File: src/rtl/mcs_pkg.sv
// Types and constants of the minicomputer subset core.
// Used by every module of the core and by its checker; depends on nothing.
package mcs_pkg;

	// Function codes of a request transaction.
	localparam logic [1:0] FN_LOAD = 2'd0;
	localparam logic [1:0] FN_EXEC = 2'd1;
	localparam logic [1:0] FN_READ = 2'd2;
	localparam logic [1:0] FN_REG  = 2'd3;

	// Status codes of a response transaction.
	localparam logic [2:0] ST_DONE    = 3'd0;
	localparam logic [2:0] ST_EXEC    = 3'd1;
	localparam logic [2:0] ST_HALT    = 3'd2;
	localparam logic [2:0] ST_BAD     = 3'd3;
	localparam logic [2:0] ST_STOPPED = 3'd4;

	// Opcodes in bits 15:12.
	localparam logic [3:0] OPC_MOV = 4'd1;
	localparam logic [3:0] OPC_CMP = 4'd2;
	localparam logic [3:0] OPC_ADD = 4'd6;
	localparam logic [3:0] OPC_SUB = 4'd14;
	// Opcodes in bits 15:6.
	localparam logic [9:0] OP6_BR  = 10'd4;
	localparam logic [9:0] OP6_BEQ = 10'd12;
	localparam logic [9:0] OP6_ASR = 10'd50;
	localparam logic [9:0] OP6_ASL = 10'd51;
	// Opcodes in bits 15:9.
	localparam logic [6:0] OP7_BNE = 7'd1;
	localparam logic [6:0] OP7_SOB = 7'd63;

	// Addressing modes.
	localparam logic [2:0] MD_REG    = 3'd0;
	localparam logic [2:0] MD_DEF    = 3'd1;
	localparam logic [2:0] MD_AINC   = 3'd2;
	localparam logic [2:0] MD_AINCD  = 3'd3;
	localparam logic [2:0] MD_ADEC   = 3'd4;
	localparam logic [2:0] MD_ADECD  = 3'd5;
	localparam logic [2:0] MD_IDX    = 3'd6;
	localparam logic [2:0] MD_IDXD   = 3'd7;

	localparam logic [2:0] PC_REG = 3'd7;

	// Statistics counter slots.
	localparam int CNT_EXEC   = 0;
	localparam int CNT_FETCH  = 1;
	localparam int CNT_READ   = 2;
	localparam int CNT_WRITE  = 3;
	localparam int CNT_BRANCH = 4;
	localparam int CNT_TAKEN  = 5;
	localparam int NUM_CNT    = 6;

	typedef struct packed {
		logic [1:0]  func;
		logic [14:0] word_index;
		logic [2:0]  reg_select;
		logic [15:0] load_data;
	} req_t;

	typedef struct packed {
		logic [2:0]  status;
		logic [15:0] program_counter;
		logic [3:0]  flags_nzvc;
		logic [15:0] read_data;
		logic [31:0] executed_count;
		logic [31:0] fetched_count;
		logic [31:0] reads_count;
		logic [31:0] writes_count;
		logic [31:0] branch_count;
		logic [31:0] taken_count;
	} rsp_t;

	// One access to the word memory.
	typedef struct packed {
		logic        rd_en;
		logic [14:0] rd_idx;
		logic        wr_en;
		logic [14:0] wr_idx;
		logic [15:0] wr_data;
	} mem_req_t;

	// Result of the arithmetic unit.
	typedef struct packed {
		logic [15:0] result;
		logic [3:0]  flags;
		logic        store;
	} alu_out_t;

endpackage

File: src/rtl/mcs_alu.sv
// Arithmetic unit of the minicomputer subset core: MOV, CMP, ADD, SUB, ASL, ASR.
// Depends on mcs_pkg.
module mcs_alu import mcs_pkg::*; (
	input  logic [15:0] ir,
	input  logic [15:0] src,
	input  logic [15:0] dst,
	input  logic [3:0]  flags_in,
	output alu_out_t    res
);

	logic [16:0] sum;
	logic [15:0] r;
	logic        v;
	logic        c;

	// Result, overflow and carry for the decoded operation.
	always_comb begin
		sum       = {1'b0, src} + {1'b0, dst};
		r         = src;
		v         = 1'b0;
		c         = flags_in[0];
		res.store = 1'b1;
		case (ir[15:12])
			OPC_MOV: begin
				r = src;
			end
			OPC_CMP: begin
				r         = src - dst;
				v         = (src[15] ^ dst[15]) && !(dst[15] ^ r[15]);
				c         = src < dst;
				res.store = 1'b0;
			end
			OPC_ADD: begin
				r = sum[15:0];
				v = !(src[15] ^ dst[15]) && (src[15] ^ r[15]);
				c = sum[16];
			end
			OPC_SUB: begin
				r = dst - src;
				v = (src[15] ^ dst[15]) && !(src[15] ^ r[15]);
				c = dst < src;
			end
			default: begin
				if (ir[15:6] == OP6_ASL) begin
					r = {dst[14:0], 1'b0};
					c = dst[15];
				end else begin
					r = {dst[15], dst[15:1]};
					c = dst[0];
				end
				v = r[15] ^ c;
			end
		endcase
		res.result = r;
		res.flags  = {r[15], r == 16'h0000, v, c};
	end

endmodule

File: config.mk
export PLATFORM = sky130hd
export DESIGN_NAME = mcs_alu
export DESIGN_NICKNAME = d
export VERILOG_FILES = /design/src/rtl/mcs_pkg.sv /design/src/rtl/mcs_alu.sv
export SDC_FILE = /design/constraint.sdc
export NUM_CORES = 1
export LEC_CHECK = 0
export ABC_AREA = 1
export BUFFER_PORTS_ARGS = -buffer_cell sky130_fd_sc_hd__buf_4
export CAP_MARGIN = 20
export CORE_MARGIN = 5
export CORE_UTILIZATION = 60
export DETAILED_ROUTE_END_ITERATION = 7
export PLACE_DENSITY = 0.85
export SYNTH_ARGS = -nofsm -noshare
export SYNTH_HDL_FRONTEND = slang
export SYNTH_SLANG_ARGS = --single-unit
File: constraint.sdc
create_clock -name vclk -period 2.9
set_input_delay 0.435 -clock vclk [all_inputs]
set_output_delay 0.435 -clock vclk [all_outputs]
set_load 0.005 [all_outputs]
### Word level (Yosys, flattened, before mapping)

Cells that the tools add are included.

| word-level totals | value |
|---|---|
| logic and storage cells | 31 |
| memory bits (writable) | 0 |
| memory bits (read-only) | 0 |
| bits of input ports | 52 |
| bits in latches | 0 |
| flip-flop bits (word level) | 0 |
| output and inout port bits | 21 |
| memories kept | 0 |

| operators by class | value |
|---|---|
| $mul | 0 |
| equality and inequality tests | 5 |
| $add $sub $neg | 3 |
| divide/modulo/power cells | 0 |
| $lt $le $gt $ge | 2 |
| mux-type cells | 8 |
| reductions and logical operators | 8 |
| bitwise operators | 5 |
| shift operators | 0 |

Operators by type and width:

| kind | number |
|---|---|
| $pmux W16 S4 | 1 |
| $lt A16 B16 Y1 | 2 |
| $mux W16 | 2 |
| $sub A16 B16 Y16 | 2 |
| $add A16 B16 Y17 | 1 |
| $logic_not A16 Y1 | 1 |
| $eq A10 B6 Y1 const B | 1 |
| $pmux W1 S4 | 2 |
| $xor A1 B1 Y1 | 5 |
| $eq A4 B1 Y1 const B | 1 |
| $eq A4 B2 Y1 const B | 1 |
| $eq A4 B3 Y1 const B | 1 |
| $eq A4 B4 Y1 const B | 1 |
| $reduce_or A4 Y1 | 1 |
| $logic_and A1 B1 Y1 | 3 |
| $logic_not A1 Y1 | 3 |
| $mux W1 | 3 |

### Longest topological paths before layout

Gate-level depths: netlist of the first run.

| depth | value |
|---|---|
| word-level depth | 5 |
| gate-level depth with buffers | 19 |
| mapped depth without buffers | 19 |

### Worst setup path after synthesis of the first run

Ideal clock, no wire load.

| timing path | value |
|---|---|
| kind | input to output |
| start | input src[0] |
| end | output res[3] (netlist name) |
| path slack | 375 ps |
| path buffers | 0 |
| stages on the path | 17 |
| data required time | 2,465 ps |
| arrival time | 2,090 ps |
| path through | inv_1 -> ha_1 -> inv_1 -> fa_1 -> inv_1 -> nor2_4 -> inv_2 -> nand2_4 -> nand2_2 -> nand3_1 -> nand3_2 -> nand2_2 -> nor2_2 -> nand2_2 -> nor3_2 -> nand3_1 -> nor2_1 |

RTL lines:

| what | line | RTL |
|---|---|---|
| start, declared | mcs_alu.sv:5 | `input logic [15:0] src,` |
| end, declared | mcs_alu.sv:8 | `output alu_out_t res` |

==> summary.txt, run 1 <==
register area share after synthesis - 0%
FFs & Latches - 0
minimum clock period - 3.20 ns
Mapped Cells - 815
Syn. warnings - 0
Hold Vio Cnt, Final - 0
CP Launch Type - input pin
CP Data Required Time - 2.47 ns
effective utilization at floorplan - 61.6%
register area - 0 µm²
Hold Crit Class - input pin to primary output
RSZ-0062 raised after global routing - true
largest net degree at the start of global routing - 12
Distinct cells, synth - 30
# clk buffers - 0
die height - 93.5 µm
crit path DAT - 2.76 ns
Total GRT Usage - 39.4%
die footprint - 8750 µm²
syn nets - 920
Power Dens Cells - 216 nW/µm²
Max Clk Rate - 313 MHz
first-pass GRT wire length - 27700 µm
core box area - 6790 µm²
Area Growth Syn to Fin - 48.4%
Hold EP - res[1]
CP dominant cell by count - nand3_1
port buffer count - 64
CP peak stage delay - 0.37 ns
Min Hold Slack - 1.17 ns
max-slew violations - 0
Least-Margin Pin Slew - 0.736 ns
Yosys top cell area share - 23.7%
Avg Cell Area, Syn - 5.14 µm²
setup ws final - -0.295 ns
post-cts hold buffer count - 0
# fillers - 313
CP max FO - 7
GP Congestion - 1.09
Post-Syn Area - 4190 µm²
worst hold start - flags_in[0]
number of global-route vias before repair - 6104
Final nets - 1111
Worst Setup SP - ir[15]
critical path endpoint category - primary output
Synth area leaders - nand2_1, ha_1, inv_1
die width - 93.5 µm
Max VDD drop - 0.000134 V
Final Setup Violations - 4
Lkg Pwr - 3.53 nW
critical path class - input pin to primary output
fin crit share - 110%
GR Overflow Total - 0
number of max-cap violations - 0
per-cell routed wire length - 19.5 µm
total power - 1.34 mW
CP max stage cell - nand3_1
IO Count - 73
hold path cells - 4
slew margin rel. - 50.9%
status - complete, but fails checks
failing checks - design-rule violations, negative setup slack
most common cell after layout, fill and taps aside - nand2_1
worst-path cell chain - buf_4 -> inv_2 -> nand2_2 -> nor2_1 -> nand3_1 -> nand2_1 -> nand3_1 -> nand2_1 -> inv_2 -> nor2_2 -> nand3_2 -> nor3_4 -> nand3_1 -> nor2_1 -> buf_4
Detail Route Antenna Nets - 0
initial antenna violation count - 0
dpl cell area - 5650 µm²
routed vias/inst - 6.23
Synth area leader - nand2_1
commonest cells after routing, fill and taps aside - nand2_1, buf_4, inv_1
DR iter-0 viols - 1173
Pre-Repair DR Iteration Count - 8
dpl hpwl - 14000 µm
final standard cell area without fillers - 6210 µm²
Setup WS pre-CTS - -0.320 ns
num rows - 30
# DRC - 4
routed vias - 6856
WL final - 21500 µm
ANT cells - 0
layout cells sized above 1 - 37.5%
## cell type report
class	instances	area, µm²	share of cell area [%]
multi-input combinational	637	3860	62.2
timing repair buffer	212	1640	26.3
inverter	155	593	9.55
tap	96	120	1.93
## layer usage
layer | GRT usage [%] | share of wire, % | vias up
met2 | 66.5 | 43 | 735
met5 | 0 | 0 | -
li1 | - | - | 2893
met4 | 22.0 | 11 | 0
met1 | 46.8 | 33 | 2942
met3 | 6.68 | 14 | 286
## critical path: cells and delay by family
family	cells	cell delay [ns]
buf+inv	4	0.43
simple gates	11	1.88
## power breakdown
group / total (mW) / internal [mW] / switching (mW)
sequential: 0 / 0 / 0
clock: 0 / 0 / 0
combinational: 1.34 / 0.572 / 0.772
total: 1.34 / 0.572 / 0.772
## cells by family after synthesis
logic type / after synthesis / synth area share [%]
AO/OA/AOI/OAI: 80 / 10.2
XOR/XNOR: 4 / 0.837
adder cells (fa/ha/maj): 53 / 16.4
buffers and inverters: 178 / 18.3
AND/OR/NAND/NOR: 500 / 54.2
## Yosys cell counts
cell,n
a21oi_1,41
a21oi_2,3
a32oi_1,1
and2_1,3
and2_2,1
buf_2,7
buf_4,8
buf_6,8
clkinv_1,2
fa_1,3
ha_1,50
inv_1,132
inv_2,21
nand2_1,264
nand2_2,27
nand2_4,3
nand3_1,85
nand3_2,9
nand3b_1,1
nand4_1,15
nor2_1,70
nor2_2,11
nor2_4,5
nor3_1,3
nor3_2,3
o21ai_0,21
o21ai_1,9
o21bai_1,5
xnor2_1,1
xor2_1,3
## metrics by stage
stage	setup TNS [ns]	cells	utilization, %
final	-0.478	1100	91.4
after global routing	-1.22	1100	91.4
after CTS	-0.104	1094	85.4
after detailed placement	-0.388	1090	83.1
after global placement	-0.147	1090	83.1
after floorplan	0	815	-
## how the worst max path moves through the flow
stage	endpoint	slack (ns)	cells after the start
finish	res[3]	-0.30	15
global route	res[3]	-0.43	15
CTS	res[3]	-0.10	16
detailed placement	res[3]	-0.32	17
global placement	res[3]	-0.15	18
floorplan	res[3]	0.38	17
## timing repair
action | CTS | global route
buffers inserted | 4 | 6
pin swaps | 13 | 35
gates resized for setup | 35 | 89
endpoints found under the setup margin | 3 | 13
cloned | 0 | 0
(Power assumes the default switching activity.)
==> run 2: changes to the inputs <==
Settings changed: CORE_UTILIZATION 60 to 62, PLACE_DENSITY 0.85 to 0.87.
Clock period 2.9 ns to 3.9 ns, I/O delays scaled along.
==> run 2 against run 1 <==
  * Total power shrank 52%
  * Critical path depth grew 3
  * Die area shrank 2.9%
  * Critical endpoint unchanged
  * Largest cell class unchanged
  * Core utilization shrank 22 points
  * The run now ends clean
  * Global-route usage shrank 5.7 points
  * Flip-flop and latch count is the same
  * Non-clock buffer count shrank 141
  * Worst hold slack gained 0.31 ns
  * Largest power group unchanged
  * Sequential share of layout area is the same
  * Setup slack gained 0.56 ns
  * Routed wire length shrank 32%
==> summary.txt, run 2 (synthesis gave the netlist of run 1 again) <==
CP Launch Type - input pin
initial antenna violation count - 0
Max VDD drop - 0.0000832 V
Total GRT Usage - 33.7%
Setup WS pre-CTS - 0.363 ns
number of global-route vias before repair - 5077
post-cts hold buffer count - 0
layout cells sized above 1 - 17.8%
Setup Fix Bufs, Post-CTS - 0
most common cell after layout, fill and taps aside - nand2_1
Final Setup Violations - 0
Hold Vio Cnt, Final - 0
minimum clock period - 3.63 ns
ANT cells - 0
Detail Route Antenna Nets - 0
die footprint - 8490 µm²
largest net degree at the start of global routing - 16
Post-CTS Resized - 0
Final nets - 970
num rows - 30
slew margin rel. - 56.3%
WL final - 14600 µm
multi-input logic area - 3420 µm²
Max Clk Rate - 275 MHz
first-pass GRT wire length - 23600 µm
setup ws final - 0.267 ns
Area Growth Syn to Fin - 10.7%
# DRC - 0
DR iter-0 viols - 544
core box area - 6680 µm²
die width - 92.2 µm
FFs & Latches - 0
GR Overflow Total - 0
Lkg Pwr - 2.80 nW
Least-Margin Pin Slew - 0.654 ns
IO Count - 73
Power Dens Cells - 140 nW/µm²
routed vias - 5427
max-slew violations - 0
per-cell routed wire length - 15.5 µm
crit path DAT - 3.05 ns
number of max-cap violations - 0
critical path endpoint category - primary output
die height - 92.2 µm
routed vias/inst - 5.76
critical path class - input pin to primary output
port buffer count - 64
GP Congestion - 1.07
# clk buffers - 0
RSZ-0062 raised after global routing - false
setup TNS - 0 ns
# fillers - 675
CP Data Required Time - 3.31 ns
status - completed
CP max FO - 11
fin crit share - 93.2%
total power - 650 µW
effective utilization at floorplan - 62.6%
Hold Crit Class - input pin to primary output
Pre-Repair DR Iteration Count - 6
dpl hpwl - 12100 µm
register area - 0 µm²
commonest cells after routing, fill and taps aside - nand2_1, inv_1, nand3_1
run 2: cell count changes in the layout (fill, tap and decap cells not counted), moves of 11 or more:
| cell | delta |
|---|---|
| ha_4 | -12 |
| inv_2 | -11 |
| ha_1 | +16 |
| nand2_1 | +14 |
| buf_4 | -135 |
| inv_1 | +15 |
| nor2_1 | +17 |
run 2: worst max-delay path, cell delays in order:
cell	delay (ns)
buf_4	0.11
inv_1	0.04
ha_1	0.55
nand2_1	0.26
inv_1	0.13
nand2_1	0.06
nand2_1	0.09
inv_1	0.07
nand2_2	0.09
nand2_1	0.05
nand3_1	0.07
o21ai_0	0.08
inv_1	0.07
nand4_1	0.15
nor2_1	0.29
nand3_1	0.12
nor2_1	0.11
buf_4	0.11
run 2: area by class of cell:
type                            instances  area share [%]
Multi-Input combinational cell        637            73.8
Inverter                              155            12.6
Timing Repair Buffer                   71            11.5
Tap cell                               80            2.16
run 2: per-stage QoR:
| stage | util (%) | cells | hold WS, ns | area, µm² |
|---|---|---|---|---|
| after global routing | 69.3 | 943 | 1.50 | 4630 |
| after CTS | 69.3 | 943 | 1.48 | 4630 |
| after detailed placement | 69.3 | 943 | 1.48 | 4630 |
| after global placement | 69.3 | 943 | 1.47 | 4630 |
| final | 69.3 | 943 | 1.48 | 4630 |
| after floorplan | - | 815 | 1.32 | 4190 |
run 2: power breakdown:
part / total (mW) / internal [mW] / leakage [nW] / switching (mW)
sequential: 0 / 0 / 0 / 0
combinational: 0.650 / 0.227 / 2.80 / 0.423
clock: 0 / 0 / 0 / 0
total: 0.650 / 0.227 / 2.80 / 0.423
run 2: worst paths after layout:
kind	start	end	cells past startpoint	slack, ns
worst min-delay path	flags_in[0]	res[1]	4	1.48
worst max-delay path	src[6]	res[3]	18	0.27
run 2: metal layers:
layer  up-vias  GRT usage (%)  wire length (µm)
met5         -              0                 0
met4         0           11.9               628
met3        57           4.02              1670
met2       326           57.2              6500
met1      2423           43.6              5790
li1       2621              -                 -
==> run 3: changes to the inputs <==
Settings changed: BUFFER_PORTS_ARGS -buffer_cell sky130_fd_sc_hd__buf_4 to -buffer_cell sky130_fd_sc_hd__buf_2, SLEW_MARGIN set to 20.
Clock period 3.9 ns to 4.7 ns, I/O delays scaled along.
==> run 3 against run 2 <==
  * Critical path depth decreased by 2
  * Design area decreased by 4.1%
  * Die area unchanged
  * Highest routed layer unchanged
  * Largest power group unchanged
  * Setup slack improved by 0.48 ns
  * Final cell count decreased by 0.42%
  * Critical endpoint unchanged
  * Flip-flop and latch count unchanged
  * Core utilization decreased by 2.8 points
  * Worst hold slack improved by 0.24 ns
  * Total power decreased by 21%
  * Count of clock-buffer cells in the layout unchanged
  * First-iteration DRC count decreased by 14%
==> summary.txt, run 3 (synthesis gave the netlist of run 1 again) <==
Min Hold Slack - 1.72 ns
crit path DAT - 3.25 ns
critical path class - input pin to primary output
commonest cells after routing, fill and taps aside - nand2_1, inv_1, nand3_1
CP max FO - 12
Setup Fix Bufs, Post-CTS - 0
initial antenna violation count - 0
status - completed
WL final - 14200 µm
GP Congestion - 1.02
CP max stage cell - ha_1
core box area - 6680 µm²
Lkg Pwr - 2.72 nW
setup TNS - 0 ns
minimum clock period - 3.95 ns
grt met1 use - 41.4%
die width - 92.2 µm
effective utilization at floorplan - 62.6%
number of global-route vias before repair - 4829
per-cell routed wire length - 15.1 µm
Critical path buffers and inverters - 4
Max VDD drop - 0.0000551 V
Hold Crit Class - input pin to primary output
first-pass GRT wire length - 22100 µm
Top delay family on crit path - simple AND/OR/NAND/NOR gates
RSZ-0062 raised after global routing - false
routed vias/inst - 5.68
total power - 511 µW
gr busiest metal - met2
die footprint - 8490 µm²
Detail Route Antenna Nets - 0
critical path endpoint category - primary output
routed vias - 5330
DR iter-0 viols - 470
port buffer count - 64
max-slew violations - 0
layout cells sized above 1 - 17.5%
number of max-cap violations - 0
final standard cell area without fillers - 4440 µm²
met3 Use GR - 5.99%
slew margin rel. - 48.9%
dpl cell area - 4440 µm²
FFs & Latches - 0
Area Growth Syn to Fin - 6.16%
largest net degree at the start of global routing - 17
Hold Vio Cnt, Final - 0
CP peak stage delay - 0.59 ns
fin crit share - 84.1%
CP Launch Type - input pin
worst-path cell chain - buf_2 -> inv_1 -> ha_1 -> inv_1 -> a21oi_1 -> nand2_1 -> nand2_1 -> nand3_1 -> nand3_1 -> nand2_1 -> nor2_2 -> nand2_2 -> nor3_2 -> nand3_1 -> nor2_1 -> buf_2
ANT cells - 0
Final nets - 966
post-cts hold buffer count - 0
Power Dens Cells - 115 nW/µm²
grt met2 use - 53.0%
most common cell after layout, fill and taps aside - nand2_1
Total GRT Usage - 31.9%
# clk buffers - 0
die height - 92.2 µm
Pre-Repair DR Iteration Count - 5
Post-CTS Resized - 0
num rows - 30
# DRC - 0
Least-Margin Pin Slew - 0.764 ns
CP Data Required Time - 3.99 ns
GR Overflow Total - 0
Max Clk Rate - 253 MHz
dpl hpwl - 11700 µm
IO Count - 73
Final Setup Violations - 0
register area - 0 µm²
==> run 3: changes by cell type in the layout (fill, tap and decap cells not counted), sizes merged <==
cell	delta
buf	-4
==> run 3: per-layer routing <==
| layer | up-vias | wire length (µm) |
|---|---|---|
| met4 | 0 | 422 |
| met5 | - | 0 |
| li1 | 2606 | - |
| met1 | 2412 | 5740 |
| met2 | 277 | 6340 |
| met3 | 35 | 1660 |
==> run 3: through the flow <==
stage,std cells,utilization [%],worst slack [ns]
global route,939,66.5,0.601
detailed placement,939,66.5,0.825
floorplan,815,-,1.64
global placement,939,66.5,0.898
finish,939,66.5,0.750
CTS,939,66.5,0.817
==> run 3: report_power, final <==
group | leakage (nW) | internal, mW | switching [mW]
Clock | 0 | 0 | 0
Sequential | 0 | 0 | 0
Combinational | 2.72 | 0.166 | 0.345
Total | 2.72 | 0.166 | 0.345
==> run 3: final timing paths <==
check / from / end / slack (ns) / cells after the start
setup / recovery: src[3] / res[3] / 0.75 / 16
hold / removal: flags_in[0] / res[1] / 1.72 / 4
==> run 3: final cells by class <==
cell class	instances	area [µm²]
multi-input cells	637	3420
fillers	699	2240
inverters	155	582
repair buffers	67	343
well taps	80	100
